--- src/rtl/lsbse_pkg.sv ---
// shared types, constants and helper functions of the two-layer lsb embedder
`timescale 1ns / 1ps
`default_nettype none

package lsbse_pkg;

	localparam int MAX_MSG_BYTES_DEF = 1024;
	localparam int TOTAL_W           = 26;
	localparam int MARK_LEN          = 9;
	localparam int HEADER_BITS       = 16;
	localparam int Q_DEPTH           = 4;
	localparam int Q_CNT_W           = $clog2(Q_DEPTH + 1);
	localparam int APB_AW            = 3;

	localparam logic [APB_AW-1:0] ADDR_CHANNEL_TOTAL = 3'h0;

	localparam logic KIND_MESSAGE = 1'b0;
	localparam logic KIND_CHANNEL = 1'b1;

	typedef enum logic [1:0] {
		ST_OK        = 2'd0,
		ST_TOO_SMALL = 2'd1,
		ST_TOO_LONG  = 2'd2
	} status_t;

	typedef enum logic [1:0] {
		RG_PASS,
		RG_MARK,
		RG_EMBED
	} region_t;

	typedef enum logic [1:0] {
		B0_KEEP,
		B0_HDR,
		B0_MSG
	} b0_src_t;

	typedef struct packed {
		logic              kind;
		logic [7:0]        data_byte;
	} item_t;

	typedef struct packed {
		logic [7:0]        channel_value;
		logic [1:0]        status;
		logic              last;
	} result_t;

	// settings derived from channel_total, worked out when the register is written
	typedef struct packed {
		logic [TOTAL_W-1:0] total;
		logic [TOTAL_W-1:0] safe;
		logic [TOTAL_W:0]   kbase;
		logic [TOTAL_W:0]   cap;
		logic [TOTAL_W-1:0] last_lim;
		logic               too_small;
	} cfg_t;

	// classified channel request handed from front to back
	typedef struct packed {
		logic [7:0]        data_byte;
		status_t           status;
		logic              last;
		region_t           region;
		logic [3:0]        wm_idx;
		b0_src_t           b0_src;
		logic              hdr_bit;
		logic [2:0]        b0_pos;
		logic              b1_use;
		logic [2:0]        b1_pos;
	} cls_t;

	typedef struct packed {
		cls_t              cls;
		logic [7:0]        msg0;
		logic [7:0]        msg1;
	} entry_t;

	function automatic cfg_t cfg_derive(input logic [TOTAL_W-1:0] total);
		cfg_t c;
		c.total     = total;
		c.safe      = total - TOTAL_W'(MARK_LEN);
		c.kbase     = {1'b0, total} - (TOTAL_W+1)'(MARK_LEN + HEADER_BITS);
		c.cap       = {total, 1'b0} - (TOTAL_W+1)'(2 * MARK_LEN + HEADER_BITS);
		c.last_lim  = (total == '0) ? '0 : total - TOTAL_W'(1);
		c.too_small = total < TOTAL_W'(MARK_LEN + HEADER_BITS + 1);
		return c;
	endfunction

	localparam cfg_t CFG_RESET = cfg_derive(TOTAL_W'(3));

	// watermark byte by distance from the first marked channel
	function automatic logic [7:0] wm_byte(input logic [3:0] d);
		logic [7:0] b;
		unique case (d)
			4'd0:    b = 8'h65;
			4'd1:    b = 8'h6E;
			4'd2:    b = 8'h69;
			4'd3:    b = 8'h67;
			4'd4:    b = 8'h61;
			4'd5:    b = 8'h6D;
			4'd6:    b = 8'h45;
			default: b = 8'h00;
		endcase
		return b;
	endfunction

endpackage

`default_nettype wire

--- src/rtl/lsbse_queue.sv ---
// short fifo of classified channel requests between front and back
`timescale 1ns / 1ps
`default_nettype none

module lsbse_queue import lsbse_pkg::*; (
	input  logic               clk,
	input  logic               arst_n,
	input  logic               push,
	input  entry_t             wdata,
	input  logic               pop,
	output entry_t             rdata,
	output logic               full,
	output logic               empty,
	output logic [Q_CNT_W-1:0] count
);

	localparam int PTR_W = $clog2(Q_DEPTH);

	entry_t             mem_q [Q_DEPTH];
	logic [PTR_W-1:0]   wr_ptr_q;
	logic [PTR_W-1:0]   rd_ptr_q;
	logic [Q_CNT_W-1:0] count_q;

	always_ff @(posedge clk or negedge arst_n) begin
		if (!arst_n) begin
			wr_ptr_q <= '0;
			rd_ptr_q <= '0;
			count_q  <= '0;
		end else begin
			if (push) begin
				wr_ptr_q <= wr_ptr_q + PTR_W'(1);
			end
			if (pop) begin
				rd_ptr_q <= rd_ptr_q + PTR_W'(1);
			end
			if (push && !pop) begin
				count_q <= count_q + Q_CNT_W'(1);
			end else if (pop && !push) begin
				count_q <= count_q - Q_CNT_W'(1);
			end
		end
	end

	always_ff @(posedge clk) begin
		if (push) begin
			mem_q[wr_ptr_q] <= wdata;
		end
	end

	assign rdata = mem_q[rd_ptr_q];
	assign full  = count_q == Q_CNT_W'(Q_DEPTH);
	assign empty = count_q == '0;
	assign count = count_q;

endmodule

`default_nettype wire

--- config.mk ---
export PLATFORM = sky130hd
export DESIGN_NAME = lsbse_queue
export DESIGN_NICKNAME = d
export VERILOG_FILES = /design/src/rtl/lsbse_pkg.sv /design/src/rtl/lsbse_queue.sv
export SDC_FILE = /design/constraint.sdc
export NUM_CORES = 1
export LEC_CHECK = 0
export BUFFER_PORTS_ARGS = -buffer_cell sky130_fd_sc_hd__buf_4
export CAP_MARGIN = 20
export CORE_MARGIN = 4
export CORE_UTILIZATION = 45
export CTS_CLUSTER_SIZE = 12
export DETAILED_ROUTE_END_ITERATION = 6
export PLACE_DENSITY = 0.65
export SYNTH_ARGS = -nofsm -noshare
export SYNTH_HDL_FRONTEND = slang
export SYNTH_SLANG_ARGS = --single-unit
--- constraint.sdc ---
create_clock -name clk -period 4.8 [get_ports clk]
set_clock_uncertainty 0.2 [all_clocks]
set_input_delay 0.96 -clock clk [delete_from_list [all_inputs] [get_ports clk]]
set_output_delay 0.96 -clock clk [all_outputs]
set_load 0.005 [all_outputs]
; Word-level counts from Yosys, hierarchy flattened
; Memory sizes are Yosys's and may differ from the RTL's.
; Cells that the tools add are included.
[word_totals]
ff_bits = 7
mem_bits_rw = 172
memories = 1
output_inout_bits = 48
word_cells = 19
[mem_list]
columns = memory, depth, width, read_ports, rd_ports_with_merged_regs, write_ports, line
row1 = mem_q, 4, 43, 1, 0, 1, lsbse_queue.sv:19  ; entry_t mem_q [Q_DEPTH];
[op_classes]
n_addsub = 4
n_eq_ne = 1
n_mux = 4
reduce_logical = 6
[ops]
columns = operator, count
row1 = 3-bit 2-to-1 mux, 2
row2 = 2-bit by 1-bit adder with 2-bit output (second input constant), 2
row3 = 3-bit by 1-bit adder with 3-bit output (second input constant), 1
row4 = 3-bit == test (second input constant), 1
row5 = 3-bit logical NOT, 1
row6 = 3-bit by 1-bit subtractor with 3-bit output (second input constant), 1
row7 = 1-bit logical AND, 2
row8 = 1-bit logical NOT, 2
row9 = 1-bit 2-to-1 mux, 2
row10 = 2-bit nonzero test, 1

; Logic depth before layout (Yosys ltp)
[logic_depth]
ltp_word = 4
mapped_depth = 7
depth_no_buf = 7

; Worst setup path before layout
; No wires, ideal clock.
[synth_timing]
path_type = input-to-reg
start = in push
end = mem mem_q[0][0] in the netlist's numbering (enable)
setup_ns = 0.405
setup_slack_ns = 2.197
path_stages = 1
required_time_ns = 4.195
t_arrival_ns = 1.999
cell_sequence = and2_1
[synth_between]
elab_chain_cells = 2
[synth_rtl]
columns = element, line
row1 = "start, declared", lsbse_queue.sv:8  ; input logic push,
row2 = 1-bit 2-to-1 mux, lsbse_queue.sv:45  ; if (push) begin
row3 = 1-bit 2-to-1 mux (implied by the code), lsbse_queue.sv:46  ; mem_q[wr_ptr_q] <= wdata;
row4 = "end, declared", lsbse_queue.sv:19
; No other way between the ends.

==> flow_summary.toml <==
[floorplan]
io_pins = 95
fp-row-count = 44
die_y_um = 130
start_util_pct = 45.8
dieArea_um2 = 16800
core_um2 = 14500
fp.dieW_um = 130

[sta]
finalSetupViolCount = 0
max_slew_margin_pct = 40.9
min_period_ns = 3.45
hold_viol_final = 0
finalSetupTns_ns = 0
worst_slew_pin_slew_ns = 0.887
finalCritPeriodShare_pct = 71.9
max_freq_mhz = 290
rsz0062_at_grt = "no"
hold-worst-slack_ns = 0.138
slew_viol_final = 0
fin_ws_ns = 1.35

[run_status]
status = "complete, no violations"

[yosys]
synth_seq_cells = 179
synth_top_area_share_pct = 77.6
yosysMostFrequentCell = "edfxtp_1"
ys_types = 19
netlist_area_um2 = 6660
syn_avg_cell_area_um2 = 25.7
netlist_top_cells_count = "edfxtp_1, mux4_2, dfrtp_1"
synth_nets = 312
async_reset_ff_share_pct = 3.91
synth_area_leaders = "edfxtp_1, mux4_2, dfrtp_1"
synth_top_flop_cell = "edfxtp_1"
synth-seq-area-share_pct = 80.2
synth_edf_count = 172
synthCells = 259
synth_largest_area_cell = "edfxtp_1"
yosysWarnings = 0

[routing]
wl_per_cell_um = 20.6
num_vias = 2952
routed_wl_um = 11600
drt-initial-drc-count = 141
viasPerCell = 5.23
drc = 0
ant_nets = 0
dr.pass1.iters = 4

[critical_path]
path_cells = "mux4_1 -> buf_4"
rr_worst_depth = 4
endpoint_kind = "output pin"
slowest_delay_ns = 1.02
required_ns = 3.64
cp_max_fo = 45
slowest_stage = "dfrtp_4"
cp_data_arrival_time_ns = 2.29
worst_setup_path_start_kind = "register"
path_class = "register to output pin"

[cts]
clock_latency_ns = 0.42
cts_buffer_depth = 2
numCtsBuffers = 17
cts_tree = "yes"
hold_buffers = 0
h-tree-depth = 4
clkTransAtPathRegs_ns = 0.07
clkSinkCount = 179
root_buffer = "clkbuf_16"
post_cts_buffers = 0
ctsResizeCount = 0

[pwr]
p_per_area_nw_per_um2 = 601
leakagePower_nw = 2.84
peakVddDrop_v = 0.000304
power_w = 0.00488

[placement]
place_inst = 531
dp_hpwl_um = 6930
portBuffers = 94
gp_congestion = 0.661
place_ws_ns = 1.75

[global_routing]
antenna_found_initial = 0
overflow = 0
grt_pass1_wl_um = 17500
grt_max_degree = 46
grt_usage_pct = 14.5
grt_pass1_vias = 3139

[final_layout]
final_cells = 564
final_nets = 420
syn2layout_area_growth_pct = 21.9
diodes = 0
drive_gt1_share_pct = 44.7

[min_path]
hold_path_class = "input port to asynchronous set/reset pin"

[run]
maxCapViolations = 0
-- critical path: cells and delay by family, from the launching register on --
kind                   cells  cell delay (ns)
buffers and inverters      1             0.16
flip-flops                 1             1.02
multiplexers               1             0.67
-- worst paths after layout --
check	startpoint	end	slack (ns)
hold reg to reg	count[2]$_DFFE_PN0P_	count[2]$_DFFE_PN0P_	0.32
min in group clk	count[2]$_DFFE_PN0P_	count[2]$_DFFE_PN0P_	0.32
hold / removal	arst_n	count[2]$_DFFE_PN0P_	0.14
setup / recovery	rd_ptr_q[0]$_DFFE_PN0P_	rdata[39]	1.35
max in group asynchronous	arst_n	rd_ptr_q[1]$_DFFE_PN0P_	4.12
setup reg to reg	wr_ptr_q[0]$_DFFE_PN0P_	mem_q[2][9]$_DFFE_PP_	2.57
-- sequential cells by signal, indices dropped and copies added, names as in the netlist --
| signal | cells |
|---|---|
| mem_q | 172 |
| count | 3 |
| wr_ptr_q | 2 |
| rd_ptr_q | 2 |
-- cells by family after synthesis --
| family | synth area share, % |
|---|---|
| flip-flops | 80.2 |
| multiplexers | 15.0 |
| buffers and inverters | 1.97 |
| AND/OR/NAND/NOR | 0.733 |
| XOR/XNOR | 0.789 |
| adder cells (fa/ha/maj) | 1.24 |
| AO/OA/AOI/OAI | 0.0751 |
-- report_power, final --
group | internal, W | switching, W | leakage, nW
clock | 0.000813 | 0.000540 | 0.284
sequential | 0.00205 | 0.000203 | 1.66
combinational | 0.000753 | 0.000518 | 0.891
total | 0.00362 | 0.00126 | 2.84
-- placed cells by master (no fill, tap or decap), types with 5 or more instances in the layout --
master     netlist  layout
buf_4            0      98
clkbuf_16        0      17
dfrtp_1          7       5
edfxtp_1       172     172
ha_1             5       5
mux4_1           5       5
mux4_2          38      38
-- stage by stage --
step	instance area [um^2]	util, %
after global routing	8110	55.8
after detailed placement	7520	51.7
after global placement	7520	51.7
after floorplan	6660	-
final	8110	55.8
after CTS	8090	55.7
-- final cells by class --
class / instances / area (um^2)
multi-input combinational: 66 / 1190
clock inverter: 11 / 135
timing repair buffer: 99 / 756
tap: 184 / 230
sequential: 179 / 5350
clock buffer: 21 / 440
inverter: 4 / 15.0
fill: 1108 / 6420
-- layer usage --
metal | global-route usage [%] | part of all wire (%) | wire (um)
met4 | 6.48 | 1.6 | 189
met2 | 22.8 | 49 | 5730
met3 | 4.99 | 7.2 | 839
met1 | 18.3 | 42 | 4840
met5 | 0 | 0 | 0
(Power assumes the default switching activity.)
