File: config.mk
export PLATFORM = sky130hd
export DESIGN_NAME = lsbse_back
export DESIGN_NICKNAME = d
export VERILOG_FILES = /design/src/rtl/lsbse_pkg.sv /design/src/rtl/lsbse_back.sv
export SDC_FILE = /design/constraint.sdc
export NUM_CORES = 1
export LEC_CHECK = 0
export BUFFER_PORTS_ARGS = -buffer_cell sky130_fd_sc_hd__buf_2
export CORE_ASPECT_RATIO = 0.7
export CORE_MARGIN = 2
export CORE_UTILIZATION = 34
export DETAILED_ROUTE_END_ITERATION = 16
export PLACE_DENSITY = 0.74
export SYNTH_ARGS = -nofsm -noshare
export SYNTH_HDL_FRONTEND = slang
export SYNTH_SLANG_ARGS = --single-unit
File: constraint.sdc
create_clock -name clk -period 1.4 [get_ports clk]
set_clock_uncertainty 0.05 [all_clocks]
set_input_delay 0.14 -clock clk [delete_from_list [all_inputs] [get_ports clk]]
set_output_delay 0.14 -clock clk [all_outputs]
set_load 0.03 [all_outputs]
File: src/rtl/lsbse_pkg.sv
// shared types, constants and helper functions of the two-layer lsb embedder
`timescale 1ns / 1ps
`default_nettype none

package lsbse_pkg;

	localparam int MAX_MSG_BYTES_DEF = 1024;
	localparam int TOTAL_W           = 26;
	localparam int MARK_LEN          = 9;
	localparam int HEADER_BITS       = 16;
	localparam int Q_DEPTH           = 4;
	localparam int Q_CNT_W           = $clog2(Q_DEPTH + 1);
	localparam int APB_AW            = 3;

	localparam logic [APB_AW-1:0] ADDR_CHANNEL_TOTAL = 3'h0;

	localparam logic KIND_MESSAGE = 1'b0;
	localparam logic KIND_CHANNEL = 1'b1;

	typedef enum logic [1:0] {
		ST_OK        = 2'd0,
		ST_TOO_SMALL = 2'd1,
		ST_TOO_LONG  = 2'd2
	} status_t;

	typedef enum logic [1:0] {
		RG_PASS,
		RG_MARK,
		RG_EMBED
	} region_t;

	typedef enum logic [1:0] {
		B0_KEEP,
		B0_HDR,
		B0_MSG
	} b0_src_t;

	typedef struct packed {
		logic              kind;
		logic [7:0]        data_byte;
	} item_t;

	typedef struct packed {
		logic [7:0]        channel_value;
		logic [1:0]        status;
		logic              last;
	} result_t;

	// settings derived from channel_total, worked out when the register is written
	typedef struct packed {
		logic [TOTAL_W-1:0] total;
		logic [TOTAL_W-1:0] safe;
		logic [TOTAL_W:0]   kbase;
		logic [TOTAL_W:0]   cap;
		logic [TOTAL_W-1:0] last_lim;
		logic               too_small;
	} cfg_t;

	// classified channel request handed from front to back
	typedef struct packed {
		logic [7:0]        data_byte;
		status_t           status;
		logic              last;
		region_t           region;
		logic [3:0]        wm_idx;
		b0_src_t           b0_src;
		logic              hdr_bit;
		logic [2:0]        b0_pos;
		logic              b1_use;
		logic [2:0]        b1_pos;
	} cls_t;

	typedef struct packed {
		cls_t              cls;
		logic [7:0]        msg0;
		logic [7:0]        msg1;
	} entry_t;

	function automatic cfg_t cfg_derive(input logic [TOTAL_W-1:0] total);
		cfg_t c;
		c.total     = total;
		c.safe      = total - TOTAL_W'(MARK_LEN);
		c.kbase     = {1'b0, total} - (TOTAL_W+1)'(MARK_LEN + HEADER_BITS);
		c.cap       = {total, 1'b0} - (TOTAL_W+1)'(2 * MARK_LEN + HEADER_BITS);
		c.last_lim  = (total == '0) ? '0 : total - TOTAL_W'(1);
		c.too_small = total < TOTAL_W'(MARK_LEN + HEADER_BITS + 1);
		return c;
	endfunction

	localparam cfg_t CFG_RESET = cfg_derive(TOTAL_W'(3));

	// watermark byte by distance from the first marked channel
	function automatic logic [7:0] wm_byte(input logic [3:0] d);
		logic [7:0] b;
		unique case (d)
			4'd0:    b = 8'h65;
			4'd1:    b = 8'h6E;
			4'd2:    b = 8'h69;
			4'd3:    b = 8'h67;
			4'd4:    b = 8'h61;
			4'd5:    b = 8'h6D;
			4'd6:    b = 8'h45;
			default: b = 8'h00;
		endcase
		return b;
	endfunction

endpackage

`default_nettype wire

File: src/rtl/lsbse_back.sv
// back end: builds the rewritten channel byte and holds it in the output register
`timescale 1ns / 1ps
`default_nettype none

module lsbse_back import lsbse_pkg::*; (
	input  logic    clk,
	input  logic    arst_n,
	input  logic    q_empty,
	input  entry_t  head,
	output logic    pop,
	output logic    out_valid,
	input  logic    out_ready,
	output result_t out_payload
);

	logic    out_v_q;
	result_t res_q;
	logic    b0;
	logic [7:0] val;

	assign pop = !q_empty && (!out_v_q || out_ready);

	always_comb begin
		unique case (head.cls.b0_src)
			B0_HDR:  b0 = head.cls.hdr_bit;
			B0_MSG:  b0 = head.msg0[head.cls.b0_pos];
			default: b0 = head.cls.data_byte[0];
		endcase
		unique case (head.cls.region)
			RG_MARK: begin
				val = wm_byte(head.cls.wm_idx);
			end
			RG_EMBED: begin
				val = {head.cls.data_byte[7:1], b0};
				if (head.cls.b1_use) begin
					val[1] = head.msg1[head.cls.b1_pos];
				end
			end
			default: begin
				val = head.cls.data_byte;
			end
		endcase
	end

	always_ff @(posedge clk or negedge arst_n) begin
		if (!arst_n) begin
			out_v_q <= 1'b0;
		end else if (pop) begin
			out_v_q <= 1'b1;
		end else if (out_ready) begin
			out_v_q <= 1'b0;
		end
	end

	always_ff @(posedge clk) begin
		if (pop) begin
			res_q.channel_value <= val;
			res_q.status        <= head.cls.status;
			res_q.last          <= head.cls.last;
		end
	end

	assign out_valid   = out_v_q;
	assign out_payload = res_q;

endmodule

`default_nettype wire

After elaboration in Yosys (flattened, before gate mapping) --
Cells that the tools add are included.
Storage, ports and cells: register bits 12, input bits 47, output and inout port bits 13, word-level logic and storage cells 32
Cells by class: $lt $le $gt $ge 2, eq/ne operators 10, mux-type cells 10, reductions and logical operators 6
Operators by type and width (number):
- $pmux 7 s7 | 1
- $pmux 8 s2 | 1
- $eq 4x3->1 const B | 3
- $eq 4x2->1 const B | 2
- $lt 3x4->1 const B | 2
- $bmux 1 s3 | 2
- $mux 1 | 5
- $eq 2x1->1 const B | 2
- $eq 2x2->1 const B | 2
- $eq 4x1->1 const B | 1
- $logic_not 4->1 | 1
- $logic_not 1->1 | 2
- $pmux 1 s2 | 1
- $reduce_bool 2->1 | 1
- $logic_and 1x1->1 | 1
- $logic_or 1x1->1 | 1

Longest topological paths before layout --
depth in word-level cells 4, depth in mapped cells 6, mapped depth without buffers 6

Least setup slack after synthesis --
No wires, ideal clock.
path type flip-flop to flip-flop, start point reg out_v_q, in the netlist out_valid, end point reg res_q, in the netlist out_payload[0] (enable), library setup time 403 ps, arrival time 1565 ps, required time 947 ps, setup slack -618 ps, stages on the path, launching flop included 2, path buffers 0, clock period less this slack 2018 ps, cell sequence dfrtp_1 > a21oi_1
On the way: cells in the longest elaborated chain, start to end 3
Ends and longest elaborated chain:
- start, declared | RTL line lsbse_back.sv:16 | logic out_v_q;
- start signal, assigned | RTL line lsbse_back.sv:47 | out_v_q <= 1'b0;
- start signal, assigned | RTL line lsbse_back.sv:49 | out_v_q <= 1'b1;
- start signal, assigned | RTL line lsbse_back.sv:51 | out_v_q <= 1'b0;
- $logic_not 1->1 | RTL line lsbse_back.sv:21 | assign pop = !q_empty && (!out_v_q || out_ready);
- $logic_or 1x1->1 | RTL line lsbse_back.sv:21
- $logic_and 1x1->1 | RTL line lsbse_back.sv:21
- named net pop | RTL line lsbse_back.sv:10 | output logic pop,
- end, declared | RTL line lsbse_back.sv:17 | result_t res_q;
The timed path passes the listed nets, and every way through them passes these cells. A chain may end at the register's enable or synchronous reset.

Final worst setup path --
start point reg out_v_q, in the netlist out_valid, end point out pop
On the way: cells in the longest elaborated chain, start to end 3
Ends and longest elaborated chain (RTL line):
- $logic_not 1->1 | lsbse_back.sv:21
- $logic_or 1x1->1 | lsbse_back.sv:21
- $logic_and 1x1->1 | lsbse_back.sv:21
- end, declared | lsbse_back.sv:10
Every way passes these cells.

==> impl.org <==
** Clock tree
- Clock transition time at the flip-flop clock pins of the worst setup and hold paths :: 0.07 ns
- In this run the number of H-tree levels came out at 1.
- Clock latency on the worst-skew pair, taken at its later pin, is 0.26 ns.
- The tree is rooted in a clkbuf_4.
- Clock tree from TritonCTS :: yes
- The number of clock buffers added by TritonCTS is 3.
- Counting every sink on the clock net gives 12.
- The longest clock path from root to sink contains 2 buffers.

** Global route
- Gr ovfl total :: 0
- Global Route Usage Sum :: 0.148
- Wire length of the first global-routing pass :: approximately 2900 um
- Antenna violations before repair :: 0
- Vias in the first global route :: ~730
- Entering global routing, the biggest net connects 8 pins.

** Pwr
- Share of power burned in the clock network :: 0.221
- Internal power comes to 678 uW.
- The analysis attributes to net switching a power of 262 uW.
- Pwr Density :: 762 nW/um^2
- Of the total power, the share spent switching nets is 0.279.
- The analysis attributes to cell leakage a power of 0.609 nW.
- The design draws 940 uW.
- Logic gate share of total power :: 0.322
- Worst vdd rail ir drop :: 0.000228 V
- Of the total power, registers draw 0.456.

** Cells and area
- Total area of sequential cells :: 355 sq um
- Final instance count without filler cells :: 163
- Commonest non-fill, non-tap cell in the layout :: buf_2
- For this run, the post-layout net count is between 150 and 200.
- Number of fill cells in the layout :: 187
- Of the cells placed in the final design, the portion with a size suffix greater than 1 is 0.568.
- The repair_antennas step left the layout with diodes totalling 0.
- Share of the core filled with cells in the final layout :: 0.587
- From synthesis to final layout, the design area changed by 66.8%.
- The multi-input combinational cells in the finished layout cover a total of slightly below 400 sq um.
- Leading cell types in the layout, fill and taps excluded :: 58 x buf_2, 11 x edfxtp_1, 10 x buf_4

** Yosys
- The cell count after synthesis came out at 64.
- Post-Syn Area :: approximately 740 sq um
- Sequential share of the synthesized area :: 0.481
- Synthesized flop and latch total :: 12
- Total number of yosys warnings :: 0
- Dividing the synthesized area by the synthesized cell count gives between 10 and 15 sq um.
- Post-Syn Nets :: roughly 120
- The number of different library cells used by synthesis comes to 25.

** Detailed routing
- The routed design has roughly 1800 um of wire.
- In the routed design, unresolved DRC markers number 0.
- After detailed routing, no signal wire sits above met4.
- The detailed router finished its first iteration with 28 violations.
- After detailed routing, the wire length on met1 is between 700 and 800 um.
- Across all layers, the routed design uses 759 vias.
- Met2 Routed Length :: 903 um
- Detail Route met3 WL :: 149 um
- WL/cell :: 11.2 um
- For this run, the detailed router's first-pass iteration total came to 4.
- In the routed layout, each cell is associated on average with a via count of 4.66.
- The count of nets left with antenna violations once routing finished came out at 0.

** Die
- The die covers roughly 2600 sq um.
- The floorplan has 14 rows.
- Floorplan die width :: 59.7 um
- In this run the vertical extent of the chip is 43.0 um.
- After floorplanning, the core was sized to cover 2100 sq um.
- Initial standard-cell utilization of the core :: 0.352
- During I/O placement, the number of pins put on the boundary was 60.

** STA
- The number of pins with negative max-slew slack in the final report came to 0.
- For the finished layout, the period the worst path requires is 1.33 ns.
- Number of hold violations in the final report :: 0
- In this run the tightest slew margin relative to its limit is 0.807.
- Worst-Margin Slew :: 0.288 ns
- Setup repair after global routing left no endpoint under its margin.
- Setup violations remaining at the end of the flow were counted as 0.
- Final cycle utilization of the critical path :: 0.947
- Based on the critical path, the design can be clocked at up to 754 MHz.

** Setup path
- Among all stages on the critical path, the largest delay is contributed by dfrtp_1.
- The setup check on the worst reg-to-reg path leaves a slack of between 0.2 and 0.25 ns.
- The worst register-to-register path begins at out_valid$_DFFE_PN0P_.
- Kind of start point of the critical path :: flop
- Along the worst path, the maximum fanout reaches 5.
- Counting stages on the worst path, the most repeated cell is buf_4.
- Data on the critical path is required at its endpoint by between 1 and 1.5 ns.
- The worst register-to-register path ends at out_payload[10]$_DFFE_PP_.
- Series of cell instances along the critical path :: a21oi_4 -> buf_4 -> buf_4
- CP max stage delay :: 0.41 ns
- Type of element capturing the critical path :: output port
- The worst register-to-register path has a depth of 3.
- Path type of the worst setup path :: flop to output port
- At the worst endpoint, the arrival time is 1.14 ns.

** Run
- The tool flagged a number of max-cap violations equal to 0.

** Min path
- The startpoint identified for the worst hold timing path is out_ready.
- The worst hold path belongs to the class input pin to flop.
- Worst Hold Path EP :: out_valid$_DFFE_PN0P_
- The worst hold path passes through 2 cells.

** Placed design
- Global placement routability congestion :: 0.783
- Input and output buffers added on the ports amount to 59.
- The number of placed instances, taps included, is roughly 150.
- DPL Wire Length :: 1520 um

** Status
- Result of the run :: finished, final reports clean
-- worst max path at each step --
| stage | to | from | slack [ns] |
|---|---|---|---|
| floorplan | out_payload[0]$_DFFE_PP_ | out_valid$_DFFE_PN0P_ | 0.0002 |
| global placement | out_payload[5]$_DFFE_PP_ | head[30] | -0.14 |
| detailed placement | out_payload[5]$_DFFE_PP_ | head[30] | -0.17 |
| CTS | pop | out_valid$_DFFE_PN0P_ | 0.05 |
| global route | out_payload[3]$_DFFE_PP_ | head[30] | 0.004 |
| finish | pop | out_valid$_DFFE_PN0P_ | 0.07 |
-- area by class of cell --
cell class,count,area share
Clock buffer,3,0.0183
Clock inverter,1,0.00304
Inverter,7,0.0213
Multi-Input combinational cell,44,0.316
Sequential cell,12,0.288
Tap cell,24,0.0243
Timing Repair Buffer,72,0.329
-- timing repair --
item	CTS	global route
endpoints found under the hold margin	3	1
hold buffers	3	1
cloned	0	0
buffers inserted	1	1
resized for setup	1	2
setup endpoints to repair	1	2
pin swaps	1	3
-- through the flow --
step / worst slack (ns) / cell area (sq um) / hold slack [ns] / setup TNS, ns
3_5_place_dp: -0.175 / 1140 / -0.130 / -0.616
2_1_floorplan: 0.000171 / 763 / -0.206 / 0
4_1_cts: 0.0511 / 1200 / 0.00887 / 0
6_report: 0.0745 / 1230 / 0.0430 / 0
3_3_place_gp: -0.145 / 1140 / -0.136 / -0.521
5_1_grt: 0.00396 / 1230 / 0.0396 / 0
-- sequential cells by signal, indices dropped and copies added, names as in the netlist --
signal and flops:
out_payload 11, out_valid 1
-- cell usage after synthesis (all sizes together) --
master / n / area share
ha: 4 / 0.068
clkbuf: 1 / 0.0051
a21oi: 1 / 0.0068
a32o: 1 / 0.014
nand3: 2 / 0.014
nor2: 3 / 0.015
a222oi: 1 / 0.014
nand2: 6 / 0.030
xnor2: 1 / 0.012
nor3b: 1 / 0.010
and2: 2 / 0.017
nor2b: 2 / 0.017
a221oi: 1 / 0.012
mux4: 3 / 0.091
mux2i: 4 / 0.054
nand3b: 2 / 0.020
inv: 7 / 0.036
o21ai: 5 / 0.034
o211ai: 1 / 0.010
or2: 1 / 0.0085
edfxtp: 11 / 0.45
a22o: 2 / 0.024
dfrtp: 1 / 0.034
nand2b: 1 / 0.0085
-- logic make-up after synthesis --
kind of cell | Yosys count | synth area share
adder cells (fa/ha/maj) | 4 | 0.0677
AO/OA/AOI/OAI | 12 | 0.113
buffers and inverters | 8 | 0.0406
XOR/XNOR | 1 | 0.0118
flip-flops | 12 | 0.481
multiplexers | 7 | 0.146
AND/OR/NAND/NOR | 20 | 0.140
-- power by group through the flow --
stage / clock network [mW] / logic [mW] / registers [mW]
floorplan: 0 / 0.100 / 0.488
global placement: 0 / 0.274 / 0.438
detailed placement: 0 / 0.284 / 0.438
CTS: 0.218 / 0.296 / 0.430
global route: 0.240 / 0.335 / 0.431
finish: 0.208 / 0.303 / 0.429
-- worst max-delay path, delay by kind of cell, from the launching register on --
kind / cells / cell delay, ns
AOI/OAI and AO/OA: 1 / 0.15
buffers and inverters: 2 / 0.32
DFF: 1 / 0.41
-- metal layers --
metal / global-route usage / up-vias
li1: - / 388
met1: 0.161 / 337
met2: 0.278 / 32
met3: 0.0396 / 2
met4: 0.0400 / 0
met5: 0 / -
Note: power is estimated with default switching activity, not from simulation.
